--- src/bounded_fifo_with_stats_top_macros.svh ---
// Assertion macros used by the FIFO datapath.
// Depends on nothing; included by files that carry concurrent checks.
`ifndef BOUNDED_FIFO_WITH_STATS_TOP_MACROS_SVH
`define BOUNDED_FIFO_WITH_STATS_TOP_MACROS_SVH

// Same-cycle implication, disabled while reset is asserted.
`define BFWS_ASSERT_NOW(label, clk, rst_n, ante, cons, msg) \
    label: assert property (@(posedge clk) disable iff (!(rst_n)) (ante) |-> (cons)) \
        else $error(msg);

// Next-cycle implication, disabled while reset is asserted.
`define BFWS_ASSERT_NEXT(label, clk, rst_n, ante, cons, msg) \
    label: assert property (@(posedge clk) disable iff (!(rst_n)) (ante) |=> (cons)) \
        else $error(msg);

`endif

--- src/bfws_pkg.sv ---
// Shared types and constants of the bounded FIFO with statistics.
// Depends on nothing; used by the controller, the datapath and the top level.
`default_nettype none

package bfws_pkg;

    localparam int DEPTH     = 1024;
    localparam int WORD_BITS = 32;
    localparam int ADDR_W    = $clog2(DEPTH);
    localparam int CNT_W     = $clog2(DEPTH + 1);
    localparam int STAT_W    = 32;
    localparam int CFG_W     = 11;
    localparam int PDATA_W   = 32;

    localparam logic [CFG_W-1:0] MAX_ENTRIES_RESET = CFG_W'(1024);

    localparam logic KIND_ADD = 1'b0;
    localparam logic KIND_GET = 1'b1;

    localparam logic REG_MAX_ENTRIES = 1'b0;

    typedef struct packed {
        logic               kind;
        logic signed [31:0] value;
    } t_in_req;

    typedef struct packed {
        logic               accepted;
        logic signed [31:0] read_word;
        logic [10:0]        fill_level;
        logic [31:0]        add_tries;
        logic [31:0]        get_tries;
        logic [31:0]        adds_done;
        logic [31:0]        gets_done;
    } t_out_rsp;

    // Commands from the controller to the datapath.
    typedef struct packed {
        logic do_op;
        logic load_out;
    } t_dp_cmd;

endpackage

`default_nettype wire

--- src/bfws_ctrl.sv ---
// Controller of the FIFO: sequences one request and owns the output valid flag.
// Depends on bfws_pkg for the command struct.
`default_nettype none

module bfws_ctrl (
    input  wire logic             i_clk,
    input  wire logic             i_rst_n,
    input  wire logic             i_in_valid,
    output logic                  o_in_ready,
    output logic                  o_out_valid,
    input  wire logic             i_out_ready,
    output bfws_pkg::t_dp_cmd     o_cmd
);

    typedef enum logic [1:0] {
        S_IDLE = 2'b01,
        S_LOAD = 2'b10
    } t_state;

    t_state r_state, n_state;
    logic   r_out_valid, n_out_valid;
    logic   load_ok;

    // The output register may be refilled when empty or drained this cycle.
    assign load_ok = !r_out_valid || i_out_ready;

    always_comb begin
        n_state     = r_state;
        n_out_valid = r_out_valid;
        o_in_ready  = 1'b0;
        o_cmd       = '0;
        if (r_out_valid && i_out_ready) begin
            n_out_valid = 1'b0;
        end
        case (r_state)
            S_IDLE: begin
                o_in_ready = 1'b1;
                if (i_in_valid) begin
                    o_cmd.do_op = 1'b1;
                    n_state     = S_LOAD;
                end
            end
            S_LOAD: begin
                if (load_ok) begin
                    o_cmd.load_out = 1'b1;
                    n_out_valid    = 1'b1;
                    n_state        = S_IDLE;
                end
            end
            default: begin
                n_state = S_IDLE;
            end
        endcase
    end

    always_ff @(posedge i_clk) begin
        if (!i_rst_n) begin
            r_state     <= S_IDLE;
            r_out_valid <= 1'b0;
        end else begin
            r_state     <= n_state;
            r_out_valid <= n_out_valid;
        end
    end

    assign o_out_valid = r_out_valid;

endmodule

`default_nettype wire

--- config.mk ---
export PLATFORM = sky130hd
export DESIGN_NAME = bfws_ctrl
export DESIGN_NICKNAME = d
export VERILOG_FILES = /design/src/bounded_fifo_with_stats_top_macros.svh /design/src/bfws_pkg.sv /design/src/bfws_ctrl.sv
export SDC_FILE = /design/constraint.sdc
export NUM_CORES = 1
export LEC_CHECK = 0
export CAP_MARGIN = 20
export CELL_PAD_IN_SITES_DETAIL_PLACEMENT = 1
export CELL_PAD_IN_SITES_GLOBAL_PLACEMENT = 1
export CORE_AREA = 5 5 42 44
export DETAILED_ROUTE_END_ITERATION = 7
export DIE_AREA = 0 0 47 49
export DONT_BUFFER_PORTS = 1
export GPL_TIMING_DRIVEN = 0
export HOLD_SLACK_MARGIN = 0.08
export PLACE_DENSITY = 0.3
export SLEW_MARGIN = 20
export SYNTH_ARGS = -nofsm -noshare
export SYNTH_HDL_FRONTEND = slang
export SYNTH_SLANG_ARGS = --single-unit
export TNS_END_PERCENT = 100
--- constraint.sdc ---
create_clock -name i_clk -period 1.74 [get_ports i_clk]
set_input_delay 0.087 -clock i_clk [delete_from_list [all_inputs] [get_ports i_clk]]
set_output_delay 0.087 -clock i_clk [all_outputs]
set_load 0.005 [all_outputs]
# Word-level counts from Yosys, hierarchy flattened
# Index checks and enable logic that the tools add are counted.
[word_totals]
register_bits = 3
inputBits = 4
output_inout_bits = 4
elab_cells = 21
[op_classes]
n_eq_ne = 4
n_mux = 11
n_reduce_logical = 4
[ops]
columns = ["cell", "n"]
rows = [
  ["2-to-1 mux 1 bit", 8],
  ["2-to-1 mux 2 bit", 2],
  ["inequality test 2 bit (second input constant)", 2],
  ["case mux 2 bit (2 select lines)", 1],
  ["== test 2 x 1 -> 1 bit (second input constant)", 1],
  ["== test 2 bit (second input constant)", 1],
  ["AND reduction 2 bit", 1],
  ["logical AND 1 bit", 1],
  ["logical NOT 1 bit", 1],
  ["logical OR 1 bit", 1],
]

# Depth between registers and ports, before layout
[depth]
ltp_word = 4
mapped_depth = 2
mapped_depth_nobuf = 2

# Worst setup path after synthesis
# No wires, ideal clock.
[synth_path]
kind = "flip-flop to flip-flop"
startpoint = "register r_state[1]"
endpoint = "register r_state[1]"
t_arrival_ns = 0.709
required_time_ns = 1.625
setup_slack_ns = 0.917
path_stages_with_launch = 3
period_less_slack_ns = 0.823
path_cell_list = "dfxtp_1 -> and3b_1 -> o21a_1"
[synth_via]
elab_chain_cells = 3
word_cells_on_any_way = 6
classes_between = "eq/ne: 4; mux: 1; reduce/logical: 1"
[synth_rtl]
columns = ["element", "line_no", "rtl"]
rows = [
  ["start: declaration", "bfws_ctrl.sv:20", "t_state r_state, n_state;"],
  ["start signal: assignment", "bfws_ctrl.sv:61", "r_state <= n_state;"],
  ["== test 2 bit or == test 2 x 1 -> 1 bit (tied branches)", "bfws_ctrl.sv:35", "case (r_state)"],
  ["inequality test 2 bit (no line)", "--", ""],
  ["AND reduction 2 bit (no line)", "--", ""],
]
# Several ways; a longest one is shown, not always the timed one.
# A chain may end at the register's enable or synchronous reset.

==> out/metrics.csv <==
metric,value,unit
rows,14,
rr_endpoint,r_state[1],
ant_nets,0,
vias_per_cell,3.38,
root_buffer,clkbuf_4,
cp.depth,3,
grt_antenna_before_repair,0,
clk_latency,0.23,ns
synth-seq-cells,3,
die_height,49,um
r2r_cells,2,
fin_nets,23,
hold_viol,0,
drv_slew,0,
path_max_fanout,2,
fin_crit_sh,58.8,%
syn2layout_area_growth,52.5,%
relSlewSlack,90.7,%
reg2reg_slack,0.86,ns
clk_pin_slew,0.04,ns
track_usage,3.45,%
netlist_area,126,um2
drv_cap,0,
synth_seq_area_share,47.5,%
grt_first_pass_wirelength,483,um
dp_hpwl,262,um
drive_above_1_share,22.2,%
status,finished clean,
cts.path.max_buffers,2,
yosysWarningCount,0,
num-fill-cells,170,
critPathCapture,o_cmd[0],
path_buf_inv,1,
worstSetupPathType,in2out,
grt_max_degree,5,
timing.fmax,0.978,GHz
synth_nets,16,
coreArea,1400,um2
portBuffers,0,
final_cells,34,
route.detailed.drc,0,
max-vdd-ir-drop,0.363,mV
slowest_stage,dlygate4sd3_1,
dr_total_vias,115,
pwr_density_cell,1080,nW/um2
cts_tree,done,
cts_setup_buffers,0,
critical-path-top-delay-family,buffers and inverters,
leakagePower,0.0700,nW
cts_buffers,3,
io_pins,8,
avgRoutedWirePerCell,9.21,um
rsz0062_at_grt,no,
postSynthCellCount,12,
ctsHtreeMaxLevel,1,
chipWidth,47,um
synthDistinctLibCells,8,
avgSynthCellArea,10.5,um2
tightestPinTransition,0.140,ns
cp.required,1.65,ns
drt-total-wl,313,um
clock-sinks,3,
diodes,0,
cpPeakStageDelay,0.54,ns
dpl.cell_count,28,
finalSetupViolations,0,
dr.pass1.iters,2,
crit_path_start_kind,input pin,
rr_startpoint,r_state[1],
crit_chain,dlygate4sd3_1 -> nand2b_1 -> nor2b_1,
setup_tns,0,ns
hp-class,in2reg,
arrival,0.94,ns
final.setup_skew,0.00118,ns
initial_core_util,9.02,%
drtIter0Drc,3,
grt.overflow.total,0,
grt_pass1_vias,118,
place_congestion,0.545,
end_kind,primary output,
worstSetupStartpoint,i_out_ready,
fin_crit,1.02,ns
die_area,2300,um2
cell usage in the layout, fill, tap and decap left out:
cell type      instances
clkbuf_1               1
nand2b_1               2
o21a_1                 1
a21boi_1               1
clkbuf_4               3
dfxtp_1                3
nor2b_1                2
o21ai_1                1
dlygate4sd3_1          2
and3b_1                1
and4bb_2               1
power breakdown:
part	switching [W]	internal [W]	total, W
clock	0.0000333	0.0000858	0.000119
sequential	0.00000259	0.0000726	0.0000752
combinational	0.00000539	0.00000865	0.0000140
total	0.0000412	0.000167	0.000208
registers in the layout, indices dropped and copies added, names as in the netlist:
signal       cells
r_state          2
o_out_valid      1
per-layer routing:
metal / track usage [%] / vias up / routed length [um]
li1: - / 56 / -
met1: 3.29 / 51 / 138
met2: 3.17 / 8 / 99
met3: 6.27 / 0 / 75
met4: 1.38 / 0 / 0
met5: 0 / - / 0
logic make-up after synthesis:
| logic type | after synthesis | share of synthesized area [%] |
|---|---|---|
| and+or+nand+nor | 6 | 36.6 |
| DFF | 3 | 47.5 |
| AOI/OAI and AO/OA | 3 | 15.8 |
through the flow:
step | total power (W) | area (um2) | util [%] | hold slack [ns] | setup slack [ns]
floorplan | 0.0000844 | 126 | - | 0.167 | 0.917
global placement | 0.0000867 | 146 | 10.4 | 0.169 | 0.856
detailed placement | 0.0000867 | 146 | 10.4 | 0.173 | 0.853
CTS | 0.000216 | 193 | 13.8 | 0.205 | 0.719
global route | 0.000228 | 193 | 13.8 | 0.216 | 0.691
finish | 0.000208 | 193 | 13.8 | 0.201 | 0.717
worst min path at each step:
stage / start / to / slack, ns / cells past startpoint
floorplan: i_rst_n / r_state[0] / 0.17 / 1
global placement: i_rst_n / r_state[0] / 0.17 / 1
detailed placement: i_rst_n / r_state[0] / 0.17 / 1
CTS: i_in_valid / r_state[0] / 0.20 / 2
global route: i_out_ready / r_state[0] / 0.22 / 2
finish: i_in_valid / r_state[0] / 0.20 / 2
repair_timing:
| item | in CTS | in global routing |
|---|---|---|
| gates resized for setup | 0 | 0 |
| hold buffers | 2 | 0 |
| hold endpoints to repair | 3 | 0 |
synthesized netlist by cell type:
library cell  number  share of area [%]
nor2b_1            2                9.9
nand2b_1           2                9.9
a21boi_1           1                5.9
dfxtp_1            3                 48
o21a_1             1                5.9
and3b_1            1                6.9
and4bb_2           1                9.9
o21ai_1            1                4.0
final cells by class:
cell class / instances / area (um2) / share of cell area [%]
Sequential cell: 3 / 60.1 / 31.2
Clock buffer: 4 / 26.3 / 13.6
Multi-Input combinational cell: 9 / 66.3 / 34.4
Tap cell: 16 / 20.0 / 10.4
Timing Repair Buffer: 2 / 20.0 / 10.4
Note: power is estimated with default switching activity, not from simulation.
